==> src/blne_pkg.sv <==
// ----------------------------------------------------------------------------
// blne_pkg
// Types, constants and notch helpers for the battery notch estimator.
// ----------------------------------------------------------------------------
`timescale 1ns / 1ps

package blne_pkg;

  localparam int SAMPLES_PER_GROUP_DEF = 5;
  localparam int SAMPLE_BITS_DEF       = 13;
  localparam int QUEUE_DEPTH           = 4;

  localparam int CFG_MV_BITS    = 13;
  localparam int CFG_HYST_BITS  = 8;
  localparam int CFG_COUNT_BITS = 3;
  localparam int CFG_DATA_BITS  = 13;
  localparam int CFG_INDEX_BITS = 2;

  localparam int LEVEL_BITS     = 7;
  localparam int MEDIAN_BITS    = 13;
  localparam int OUT_TDATA_BITS = 24;
  localparam int NOTCH_BITS     = 4;
  // widest biased voltage: 16-bit sample plus hysteresis
  localparam int NOTCH_IN_BITS  = 17;
  localparam int NOTCH_COUNT    = 11;
  localparam int LEVEL_STEP     = 10;

  localparam logic [CFG_MV_BITS-1:0]    MIN_VALID_MV_RST    = 13'd2500;
  localparam logic [CFG_MV_BITS-1:0]    MAX_VALID_MV_RST    = 13'd4500;
  localparam logic [CFG_HYST_BITS-1:0]  HYSTERESIS_MV_RST   = 8'd8;
  localparam logic [CFG_COUNT_BITS-1:0] MIN_VALID_COUNT_RST = 3'd3;

  typedef enum logic [CFG_INDEX_BITS-1:0] {
    CFG_MIN_VALID_MV    = 2'd0,
    CFG_MAX_VALID_MV    = 2'd1,
    CFG_HYSTERESIS_MV   = 2'd2,
    CFG_MIN_VALID_COUNT = 2'd3
  } cfg_index_t;

  localparam logic [15:0] NOTCH_MV [NOTCH_COUNT] = '{
    16'd3450, 16'd3680, 16'd3740, 16'd3770, 16'd3790, 16'd3820,
    16'd3870, 16'd3920, 16'd3980, 16'd4060, 16'd4200
  };

  typedef struct packed {
    logic [CFG_MV_BITS-1:0]    min_valid_mv;
    logic [CFG_MV_BITS-1:0]    max_valid_mv;
    logic [CFG_HYST_BITS-1:0]  hysteresis_mv;
    logic [CFG_COUNT_BITS-1:0] min_valid_count;
  } blne_cfg_t;

  // classification that travels with each queued sample
  typedef struct packed {
    logic valid;
    logic last;
  } blne_tag_t;

  typedef enum logic [2:0] {
    BK_COLLECT,
    BK_EVAL,
    BK_NOTCH,
    BK_HYST,
    BK_OUT
  } back_state_t;

  // notch index = number of midpoints at or below mv
  function automatic logic [NOTCH_BITS-1:0] notch_of(input logic [NOTCH_IN_BITS-1:0] mv);
    logic [NOTCH_BITS-1:0] idx;
    logic [16:0]           mid;
    idx = '0;
    for (int i = 1; i < NOTCH_COUNT; i++) begin
      mid = ({1'b0, NOTCH_MV[i-1]} + {1'b0, NOTCH_MV[i]}) >> 1;
      if (mv >= NOTCH_IN_BITS'(mid)) idx = NOTCH_BITS'(i);
    end
    return idx;
  endfunction

  function automatic logic [LEVEL_BITS-1:0] percent_of(input logic [NOTCH_BITS-1:0] idx);
    return LEVEL_BITS'(idx * LEVEL_STEP);
  endfunction

endpackage

==> src/blne_front.sv <==
// ----------------------------------------------------------------------------
// blne_front
// Accepts samples, checks them against the window and marks group ends.
// ----------------------------------------------------------------------------
`timescale 1ns / 1ps

module blne_front #(
  parameter int SAMPLES_PER_GROUP = blne_pkg::SAMPLES_PER_GROUP_DEF,
  parameter int SAMPLE_BITS       = blne_pkg::SAMPLE_BITS_DEF
) (
  input  logic                   clk,
  input  logic                   rst,
  input  blne_pkg::blne_cfg_t    cfg,
  input  logic                   in_valid,
  output logic                   in_ready,
  input  logic [SAMPLE_BITS-1:0] in_mv,
  input  logic                   q_ready,
  output logic                   q_push,
  output logic [SAMPLE_BITS-1:0] q_mv,
  output blne_pkg::blne_tag_t    q_tag
);
  import blne_pkg::*;

  localparam int GW   = (SAMPLES_PER_GROUP > 1) ? $clog2(SAMPLES_PER_GROUP) : 1;
  localparam int CMPW = (SAMPLE_BITS > CFG_MV_BITS) ? SAMPLE_BITS : CFG_MV_BITS;

  logic [GW-1:0] group_index;
  logic [GW-1:0] group_index_next;
  logic          last;

  assign in_ready = q_ready;
  assign q_push   = in_valid && q_ready;
  assign q_mv     = in_mv;
  assign last     = (group_index == GW'(SAMPLES_PER_GROUP - 1));

  always_comb begin
    q_tag.valid = (CMPW'(in_mv) >= CMPW'(cfg.min_valid_mv)) &&
                  (CMPW'(in_mv) <= CMPW'(cfg.max_valid_mv));
    q_tag.last  = last;
  end

  assign group_index_next = last ? '0 : group_index + 1'b1;

  always_ff @(posedge clk) begin
    if (rst) begin
      group_index <= '0;
    end else if (q_push) begin
      group_index <= group_index_next;
    end
  end

endmodule

==> src/blne_queue.sv <==
// ----------------------------------------------------------------------------
// blne_queue
// Small FIFO between the classify front and the evaluate back.
// ----------------------------------------------------------------------------
`timescale 1ns / 1ps

module blne_queue #(
  parameter int WIDTH = 15,
  parameter int DEPTH = blne_pkg::QUEUE_DEPTH
) (
  input  logic             clk,
  input  logic             rst,
  input  logic             push,
  input  logic [WIDTH-1:0] push_data,
  output logic             push_ready,
  input  logic             pop,
  output logic             pop_valid,
  output logic [WIDTH-1:0] pop_data
);
  import blne_pkg::*;

  localparam int PW = (DEPTH > 1) ? $clog2(DEPTH) : 1;
  localparam int CW = $clog2(DEPTH + 1);

  logic [WIDTH-1:0] mem [DEPTH];
  logic [PW-1:0]    wr_ptr;
  logic [PW-1:0]    rd_ptr;
  logic [CW-1:0]    count;
  logic             do_push;
  logic             do_pop;

  assign push_ready = (count != CW'(DEPTH));
  assign pop_valid  = (count != '0);
  assign pop_data   = mem[rd_ptr];
  assign do_push    = push && push_ready;
  assign do_pop     = pop && pop_valid;

  always_ff @(posedge clk) begin
    if (do_push) mem[wr_ptr] <= push_data;
  end

  always_ff @(posedge clk) begin
    if (rst) begin
      wr_ptr <= '0;
      rd_ptr <= '0;
      count  <= '0;
    end else begin
      if (do_push) wr_ptr <= (wr_ptr == PW'(DEPTH - 1)) ? '0 : wr_ptr + 1'b1;
      if (do_pop)  rd_ptr <= (rd_ptr == PW'(DEPTH - 1)) ? '0 : rd_ptr + 1'b1;
      if (do_push && !do_pop) count <= count + 1'b1;
      else if (do_pop && !do_push) count <= count - 1'b1;
    end
  end

endmodule

==> src/blne_back.sv <==
// ----------------------------------------------------------------------------
// blne_back
// Sorted insertion of valid samples, median pick, notch map with hysteresis
// and the result register.
// ----------------------------------------------------------------------------
`timescale 1ns / 1ps

module blne_back #(
  parameter int SAMPLES_PER_GROUP = blne_pkg::SAMPLES_PER_GROUP_DEF,
  parameter int SAMPLE_BITS       = blne_pkg::SAMPLE_BITS_DEF
) (
  input  logic                                 clk,
  input  logic                                 rst,
  input  blne_pkg::blne_cfg_t                  cfg,
  input  logic                                 q_valid,
  input  logic [SAMPLE_BITS-1:0]               q_mv,
  input  blne_pkg::blne_tag_t                  q_tag,
  output logic                                 q_pop,
  output logic                                 out_valid,
  input  logic                                 out_ready,
  output logic [blne_pkg::LEVEL_BITS-1:0]      out_level,
  output logic                                 out_ok,
  output logic [blne_pkg::MEDIAN_BITS-1:0]     out_median
);
  import blne_pkg::*;

  localparam int N  = SAMPLES_PER_GROUP;
  localparam int CW = $clog2(N + 1);
  localparam int IW = (N > 1) ? $clog2(N) : 1;
  localparam int NW = (CW > CFG_COUNT_BITS) ? CW : CFG_COUNT_BITS;
  localparam int BW = SAMPLE_BITS + 1;

  back_state_t state;
  back_state_t state_next;

  logic [SAMPLE_BITS-1:0] sorted     [N];
  logic [SAMPLE_BITS-1:0] sorted_next[N];
  logic [N-1:0]           gt;
  logic [CW-1:0]          cnt;
  logic [CFG_COUNT_BITS-1:0] need;

  logic                   ok_r;
  logic [SAMPLE_BITS-1:0] med_r;
  logic [NOTCH_BITS-1:0]  notch_now;
  logic [NOTCH_BITS-1:0]  notch_r;
  logic [BW-1:0]          biased_r;
  logic [NOTCH_BITS-1:0]  final_idx;
  logic [NOTCH_BITS-1:0]  cache_idx;
  logic                   have_reading;

  // insertion point: every cell past the fill or above the new value moves up
  always_comb begin
    for (int k = 0; k < N; k++) begin
      gt[k] = (CW'(k) >= cnt) || (sorted[k] > q_mv);
    end
    for (int k = 0; k < N; k++) begin
      if (!gt[k]) sorted_next[k] = sorted[k];
      else if (k == 0) sorted_next[k] = q_mv;
      else if (!gt[k-1]) sorted_next[k] = q_mv;
      else sorted_next[k] = sorted[k-1];
    end
  end

  assign need      = (cfg.min_valid_count == '0) ? CFG_COUNT_BITS'(1) : cfg.min_valid_count;
  assign notch_now = notch_of(NOTCH_IN_BITS'(med_r));
  assign final_idx = (!have_reading || notch_r == cache_idx ||
                      notch_of(NOTCH_IN_BITS'(biased_r)) == notch_r) ? notch_r : cache_idx;

  always_comb begin
    state_next = state;
    unique case (state)
      BK_COLLECT: if (q_valid && q_tag.last) state_next = BK_EVAL;
      BK_EVAL:    state_next = BK_NOTCH;
      BK_NOTCH:   state_next = BK_HYST;
      BK_HYST:    state_next = BK_OUT;
      BK_OUT:     if (out_ready) state_next = BK_COLLECT;
      default:    state_next = BK_COLLECT;
    endcase
  end

  always_comb begin
    q_pop     = 1'b0;
    out_valid = 1'b0;
    unique case (state)
      BK_COLLECT: q_pop = q_valid;
      BK_OUT:     out_valid = 1'b1;
      default: begin
        q_pop     = 1'b0;
        out_valid = 1'b0;
      end
    endcase
  end

  always_ff @(posedge clk) begin
    if (q_pop && q_tag.valid) sorted <= sorted_next;
  end

  always_ff @(posedge clk) begin
    if (rst) begin
      state        <= BK_COLLECT;
      cnt          <= '0;
      cache_idx    <= '0;
      have_reading <= 1'b0;
    end else begin
      state <= state_next;
      if (q_pop && q_tag.valid) cnt <= cnt + 1'b1;
      if (state == BK_EVAL) cnt <= '0;
      if (state == BK_HYST && ok_r) begin
        cache_idx    <= final_idx;
        have_reading <= 1'b1;
      end
    end
  end

  // datapath stages for the EVAL, NOTCH and HYST sequencer steps
  always_ff @(posedge clk) begin
    unique case (state)
      BK_EVAL: begin
        ok_r  <= NW'(cnt) >= NW'(need);
        med_r <= sorted[IW'(cnt >> 1)];
      end
      BK_NOTCH: begin
        notch_r <= notch_now;
        if (notch_now > cache_idx) begin
          biased_r <= (BW'(med_r) > BW'(cfg.hysteresis_mv)) ?
                      BW'(med_r) - BW'(cfg.hysteresis_mv) : '0;
        end else begin
          biased_r <= BW'(med_r) + BW'(cfg.hysteresis_mv);
        end
      end
      BK_HYST: begin
        out_ok <= ok_r;
        if (ok_r) begin
          out_level  <= percent_of(final_idx);
          out_median <= MEDIAN_BITS'(med_r);
        end else begin
          out_level  <= have_reading ? percent_of(cache_idx) : '0;
          out_median <= '0;
        end
      end
      default: begin
      end
    endcase
  end

endmodule

==> src/battery_level_notch_estimator_core.sv <==
// ----------------------------------------------------------------------------
// battery_level_notch_estimator_core
// Median of the in-window samples of each group, mapped to a ten percent
// notch with hysteresis against notch changes.
//
//   channel   dir  handshake            payload
//   s_*       in   s_tvalid/s_tready    tdata: sample_mv
//   m_*       out  m_tvalid/m_tready    tdata: level_percent, median_mv
//                                       tuser: reading_ok
//   cfg_*     in   cfg_we               cfg_index, cfg_data
//
// The front takes one word per cycle while its 4-entry queue has room.
// While collecting, the back drains one queued sample per cycle, inserting
// in-window ones into a sorted row, then steps through median, notch and hysteresis.
// A waiting result stalls only the back; the front keeps filling the queue.
// rst is synchronous: clears counters, queue, cache and state, reloads config.
// ----------------------------------------------------------------------------
`timescale 1ns / 1ps

module battery_level_notch_estimator_core #(
  parameter int SAMPLES_PER_GROUP = blne_pkg::SAMPLES_PER_GROUP_DEF,
  parameter int SAMPLE_BITS       = blne_pkg::SAMPLE_BITS_DEF
) (
  input  logic                                  clk,
  input  logic                                  rst,
  input  logic                                  s_tvalid,
  output logic                                  s_tready,
  // sample_mv
  input  logic [((SAMPLE_BITS + 7) / 8) * 8 - 1:0] s_tdata,
  output logic                                  m_tvalid,
  input  logic                                  m_tready,
  // level_percent, median_mv
  output logic [blne_pkg::OUT_TDATA_BITS-1:0]   m_tdata,
  // reading_ok
  output logic [0:0]                            m_tuser,
  input  logic                                  cfg_we,
  input  logic [blne_pkg::CFG_INDEX_BITS-1:0]   cfg_index,
  input  logic [blne_pkg::CFG_DATA_BITS-1:0]    cfg_data
);
  import blne_pkg::*;

  localparam int QW = SAMPLE_BITS + $bits(blne_tag_t);

  blne_cfg_t              cfg;
  logic                   q_ready;
  logic                   q_push;
  logic [SAMPLE_BITS-1:0] f_mv;
  blne_tag_t              f_tag;
  logic                   q_valid;
  logic                   q_pop;
  logic [QW-1:0]          q_out;
  logic [SAMPLE_BITS-1:0] b_mv;
  blne_tag_t              b_tag;
  logic [LEVEL_BITS-1:0]  level;
  logic                   ok;
  logic [MEDIAN_BITS-1:0] median;

  always_ff @(posedge clk) begin
    if (rst) begin
      cfg.min_valid_mv    <= MIN_VALID_MV_RST;
      cfg.max_valid_mv    <= MAX_VALID_MV_RST;
      cfg.hysteresis_mv   <= HYSTERESIS_MV_RST;
      cfg.min_valid_count <= MIN_VALID_COUNT_RST;
    end else if (cfg_we) begin
      unique case (cfg_index_t'(cfg_index))
        CFG_MIN_VALID_MV:    cfg.min_valid_mv    <= cfg_data;
        CFG_MAX_VALID_MV:    cfg.max_valid_mv    <= cfg_data;
        CFG_HYSTERESIS_MV:   cfg.hysteresis_mv   <= cfg_data[CFG_HYST_BITS-1:0];
        CFG_MIN_VALID_COUNT: cfg.min_valid_count <= cfg_data[CFG_COUNT_BITS-1:0];
        default: begin
        end
      endcase
    end
  end

  blne_front #(
    .SAMPLES_PER_GROUP(SAMPLES_PER_GROUP),
    .SAMPLE_BITS      (SAMPLE_BITS)
  ) u_front (
    .clk     (clk),
    .rst     (rst),
    .cfg     (cfg),
    .in_valid(s_tvalid),
    .in_ready(s_tready),
    .in_mv   (s_tdata[SAMPLE_BITS-1:0]),
    .q_ready (q_ready),
    .q_push  (q_push),
    .q_mv    (f_mv),
    .q_tag   (f_tag)
  );

  blne_queue #(
    .WIDTH(QW),
    .DEPTH(QUEUE_DEPTH)
  ) u_queue (
    .clk       (clk),
    .rst       (rst),
    .push      (q_push),
    .push_data ({f_tag, f_mv}),
    .push_ready(q_ready),
    .pop       (q_pop),
    .pop_valid (q_valid),
    .pop_data  (q_out)
  );

  assign b_mv  = q_out[SAMPLE_BITS-1:0];
  assign b_tag = blne_tag_t'(q_out[QW-1:SAMPLE_BITS]);

  blne_back #(
    .SAMPLES_PER_GROUP(SAMPLES_PER_GROUP),
    .SAMPLE_BITS      (SAMPLE_BITS)
  ) u_back (
    .clk       (clk),
    .rst       (rst),
    .cfg       (cfg),
    .q_valid   (q_valid),
    .q_mv      (b_mv),
    .q_tag     (b_tag),
    .q_pop     (q_pop),
    .out_valid (m_tvalid),
    .out_ready (m_tready),
    .out_level (level),
    .out_ok    (ok),
    .out_median(median)
  );

  assign m_tdata = {(OUT_TDATA_BITS - MEDIAN_BITS - LEVEL_BITS)'(0), median, level};
  assign m_tuser = ok;

endmodule

==> config.mk <==
export PLATFORM = sky130hd
export DESIGN_NAME = battery_level_notch_estimator_core
export DESIGN_NICKNAME = d
export VERILOG_FILES = /design/src/blne_pkg.sv /design/src/blne_front.sv /design/src/blne_queue.sv /design/src/blne_back.sv /design/src/battery_level_notch_estimator_core.sv
export SDC_FILE = /design/constraint.sdc
export NUM_CORES = 1
export LEC_CHECK = 0
export ABC_AREA = 0
export BUFFER_PORTS_ARGS = -buffer_cell sky130_fd_sc_hd__buf_2
export CAP_MARGIN = 20
export CORE_UTILIZATION = 48
export CTS_BUF_LIST = sky130_fd_sc_hd__clkbuf_8
export CTS_CLUSTER_DIAMETER = 150
export DETAILED_ROUTE_END_ITERATION = 10
export PLACE_DENSITY_LB_ADDON = 0.12
export SETUP_SLACK_MARGIN = 0.5
export SLEW_MARGIN = 20
export SYNTH_ARGS = -nofsm -noshare
export SYNTH_HDL_FRONTEND = slang
export SYNTH_HIERARCHICAL = 1
export SYNTH_SLANG_ARGS = --single-unit
export TNS_END_PERCENT = 20
==> constraint.sdc <==
create_clock -name clk -period 13.7 [get_ports clk]
set_input_delay 3.425 -clock clk [delete_from_list [all_inputs] [get_ports clk]]
set_output_delay 3.425 -clock clk [all_outputs]
set_load 0.02 [all_outputs]
==> out/results.tsv <==
stage	metric	value	unit
grt	grt_pass1_vias	9216	
routing	num_vias	9340	
routing	drt_pass1_iterations	5	
grt	grt_pass1_wl	48960	um
logic_synthesis	synth_cell_type_count	87	
critical_path	cpLargestDelayFamily	simple AND/OR/NAND/NOR gates	
power	switching_power	1.047	mW
floorplan	die-area	28710	um^2
timing	setup_viol	0	
critical_path	cp_data_required_time	10.27	ns
routing	vias_per_cell	5.667	
critical_path	slowest_stage	or3b_1	
clocking	path_clk_slew	0.06	ns
clocking	ctsResizeCount	0	
cells_and_area	area_delta_synth_final	9.650	%
cells_and_area	fillers	2421	
power	power_frac_seq	39.9	%
floorplan	fp.coreArea	27250	um^2
power	comb_power_share	38.9	%
critical_path	critical_path.cell_chain	or3b_1, buf_2	
floorplan	die_w	169.5	um
run	max_cap_viol_count	0	
grt	gr-usage-met2	36.48	%
placed_design	place.gp.congestion	0.8866	
grt	grt_use_met3	3.591	%
min_path	hold_path_class	flip-flop to flip-flop	
timing	period_share	37.23	%
cells_and_area	layout-drive-gt1-share	16.46	%
cells_and_area	postLayoutCoreUtil	54.16	%
grt	busiest_layer	met2	
floorplan	fp.dieH	169.5	um
critical_path	cpPeakStageDelay	0.53	ns
power	p_per_area	185.8	nW/um^2
placed_design	postPlaceCellArea	14010	um^2
logic_synthesis	ys.flop_type	edfxtp_1	
outcome	outcome	finished, final reports clean	
placed_design	place_ws	8.304	ns
timing	fmaxAchievable	0.1960	GHz
routing	antenna_left	0	
logic_synthesis	ys_seq_area_share	45.51	%
logic_synthesis	ys_ff_latch	224	
clocking	clock-root-buffer	clkbuf_8	
logic_synthesis	netlist_area	13460	um^2
clocking	cts_sinks	224	
grt	grt_use_met1	28.81	%
grt	grt-ovfl-total	0	
grt	track_usage	21.82	%
logic_synthesis	yosys_warnings	6	
placed_design	portBuffers	54	
critical_path	criticalPathCategory	flip-flop to output pin	
routing	route.detailed.drc	0	
logic_synthesis	netlist_instances	1203	
cells_and_area	fin_nets	1406	
timing	tns	0	ns
timing	finalClockSkew	0.03503	ns
clocking	cts_max_level	2	
clocking	postCtsHoldBufs	0	
power	p_clk_share	21.2	%
routing	wl_per_cell	18.33	um
timing	tightest_slew	1.022	ns
logic_synthesis	ys_async_sr_fraction	0	%
critical_path	cp_data_arrival_time	1.68	ns
power	power.leakage	5.856	nW
critical_path	path_max_fanout	8	
grt	grt_max_degree	81	
timing	max_slew_margin	31.87	%
power	p_int	1.695	mW
critical_path	start_kind	flip-flop	
critical_path	cp-end-kind	output pin	
floorplan	initial_utilization	49.39	%
floorplan	io_pins	63	
critical_path	critPathBufInv	1	
clocking	tritoncts	done	
timing	whs	0.4692	ns
grt	antenna_found_initial	0	
logic_synthesis	synth_edf_count	164	
timing	finalHoldViolCount	0	
cells_and_area	n_antenna_cell	0	
power	switching_share	38.18	%
timing	slew_violations	0	
clocking	clk_latency	0.56	ns
routing	drt-initial-drc-count	546	
clocking	cts_setup_buffers	0	
placed_design	dp_hpwl	21620	um
timing	final.setup.worst_slack	8.599	ns
routing	wirelength	30210	um
floorplan	core.rowCount	60	
clocking	cts_buffers	40	
logic_synthesis	synth.avg_cell_area	11.19	um^2
clocking	clock_path_buffers	3	
timing	layout_min_cycle_time	5.101	ns
cells_and_area	finalInstanceArea	14760	um^2
power	peakVddDrop	0.00009280	V
timing	rsz0062_at_grt	no	
## power by group through the flow
stage / sequential, mW / clock [mW] / combinational, mW
after floorplan: 1.03 / 0 / 0.804
final: 1.09 / 0.582 / 1.07
after global routing: 1.12 / 0.629 / 1.19
after detailed placement: 1.10 / 0 / 1.06
after global placement: 1.10 / 0 / 1.04
after CTS: 1.09 / 0.603 / 1.07
## synthesized netlist by cell type (4+ instances only)
| cell | count | area (um^2) |
|---|---|---|
| or3_1 | 13 | 81.33 |
| o21bai_1 | 10 | 75.07 |
| nor2b_1 | 9 | 56.30 |
| o22a_1 | 6 | 52.55 |
| nand3b_1 | 4 | 30.03 |
| nor4_1 | 10 | 62.56 |
| and3_1 | 4 | 25.02 |
| mux4_2 | 28 | 630.6 |
| buf_2 | 6 | 30.03 |
| o211ai_1 | 8 | 60.06 |
| nand4_1 | 18 | 112.6 |
| dfxtp_1 | 60 | 1201 |
| and2_1 | 18 | 112.6 |
| buf_4 | 21 | 157.7 |
| mux2i_1 | 60 | 600.6 |
| nand2_1 | 62 | 232.7 |
| and3_2 | 4 | 30.03 |
| a21oi_1 | 54 | 270.3 |
| o41ai_1 | 4 | 35.03 |
| edfxtp_1 | 164 | 4925 |
| a31oi_1 | 8 | 50.05 |
| a211oi_1 | 5 | 37.54 |
| a211o_1 | 13 | 113.9 |
| inv_1 | 89 | 334.1 |
| a21o_1 | 16 | 120.1 |
| buf_1 | 5 | 18.77 |
| nor3b_1 | 5 | 37.54 |
| xor2_1 | 10 | 87.58 |
| o21a_1 | 14 | 105.1 |
| nand3_1 | 28 | 140.1 |
| clkbuf_1 | 36 | 135.1 |
| mux2_2 | 26 | 292.8 |
| ha_1 | 117 | 1464 |
| fa_1 | 5 | 100.1 |
| nor2_1 | 67 | 251.5 |
| nand2b_1 | 47 | 294.0 |
| a221oi_1 | 5 | 43.79 |
| nor3_1 | 18 | 90.09 |
| o21ai_0 | 42 | 210.2 |
| o31ai_1 | 14 | 105.1 |
## layer usage
metal / share of wire (%) / vias to the layer above / routed length [um]
met5: 0 / - / 0
met4: 2.4 / 0 / 730
met3: 5.3 / 49 / 1596
met2: 47 / 241 / 14240
met1: 45 / 4496 / 13640
li1: - / 4554 / -
## worst paths after layout
kind	to	startpoint	slack (ns)	cells after the start
max	s_tready	u_queue/count[1]	8.60	2
min	cfg[20]	cfg[20]	0.47	2
max reg2reg	u_back/sorted[40]	flip-flop	9.08	13
min reg2reg	cfg[20]	cfg[20]	0.47	2
## worst register-to-register path: cells and delay by family (launching register included)
family	cells	cell delay, ns
compound gates	6	1.61
flops	1	0.81
simple gates	3	0.61
buf+inv	2	0.54
mux	1	0.49
fa+ha+maj	1	0.29
## per-stage QoR
| step | power, mW | instances |
|---|---|---|
| after detailed placement | 2.160 | 1578 |
| after global placement | 2.135 | 1578 |
| after floorplan | 1.836 | 1206 |
| after global routing | 2.938 | 1648 |
| final | 2.742 | 1648 |
| after CTS | 2.758 | 1648 |
## cell type report
class                   count  area (um^2)  share of cell area (%)
repair buffers             69        382.9                   2.594
inverters                  89        334.1                   2.264
well taps                 372        465.4                   3.154
flip-flops and latches    224         6126                   41.51
clock buffers              44        605.6                   4.103
multi-input cells         824         6709                   45.46
clock inverters            26        135.1                  0.9156
## logic make-up (layout without fill, tap and decap cells)
kind of cell / Yosys count / in the layout / share of synthesized area, %
compound gates: 239 / 239 / 12.41
fa+ha+maj: 122 / 122 / 11.62
mux: 114 / 114 / 11.32
simple gates: 331 / 331 / 13.17
xor+xnor: 13 / 13 / 0.8460
buf+inv: 158 / 228 / 5.057
other cells: 2 / 5 / 0.05580
flops: 224 / 224 / 45.51
## layout by cell type, fill, tap and decap left out, types with 26 or more instances in the layout
cell type	n
edfxtp_1	164
nor2_1	67
inv_1	103
buf_2	54
nand2_1	62
mux2_2	26
a21oi_1	54
dfxtp_1	60
o21ai_0	42
nand3_1	28
clkbuf_8	44
ha_1	117
mux4_2	28
mux2i_1	60
nand2b_1	47
## flip-flops by register name (all words and copies together) (netlist names), named ones only
signal,count
u_back/notch_r,4
u_back/out_median,13
u_back/cnt,3
u_front/group_index,3
u_back/out_level,6
u_queue/mem,60
u_back/med_r,13
u_queue/rd_ptr,2
u_back/cache_idx,4
u_queue/count,3
u_queue/wr_ptr,2
u_back/out_ok,1
u_back/sorted,52
u_back/state,3
u_back/biased_r,14
u_back/have_reading,1
u_back/ok_r,1
cfg,37
Note: power is estimated with default switching activity, not from simulation.
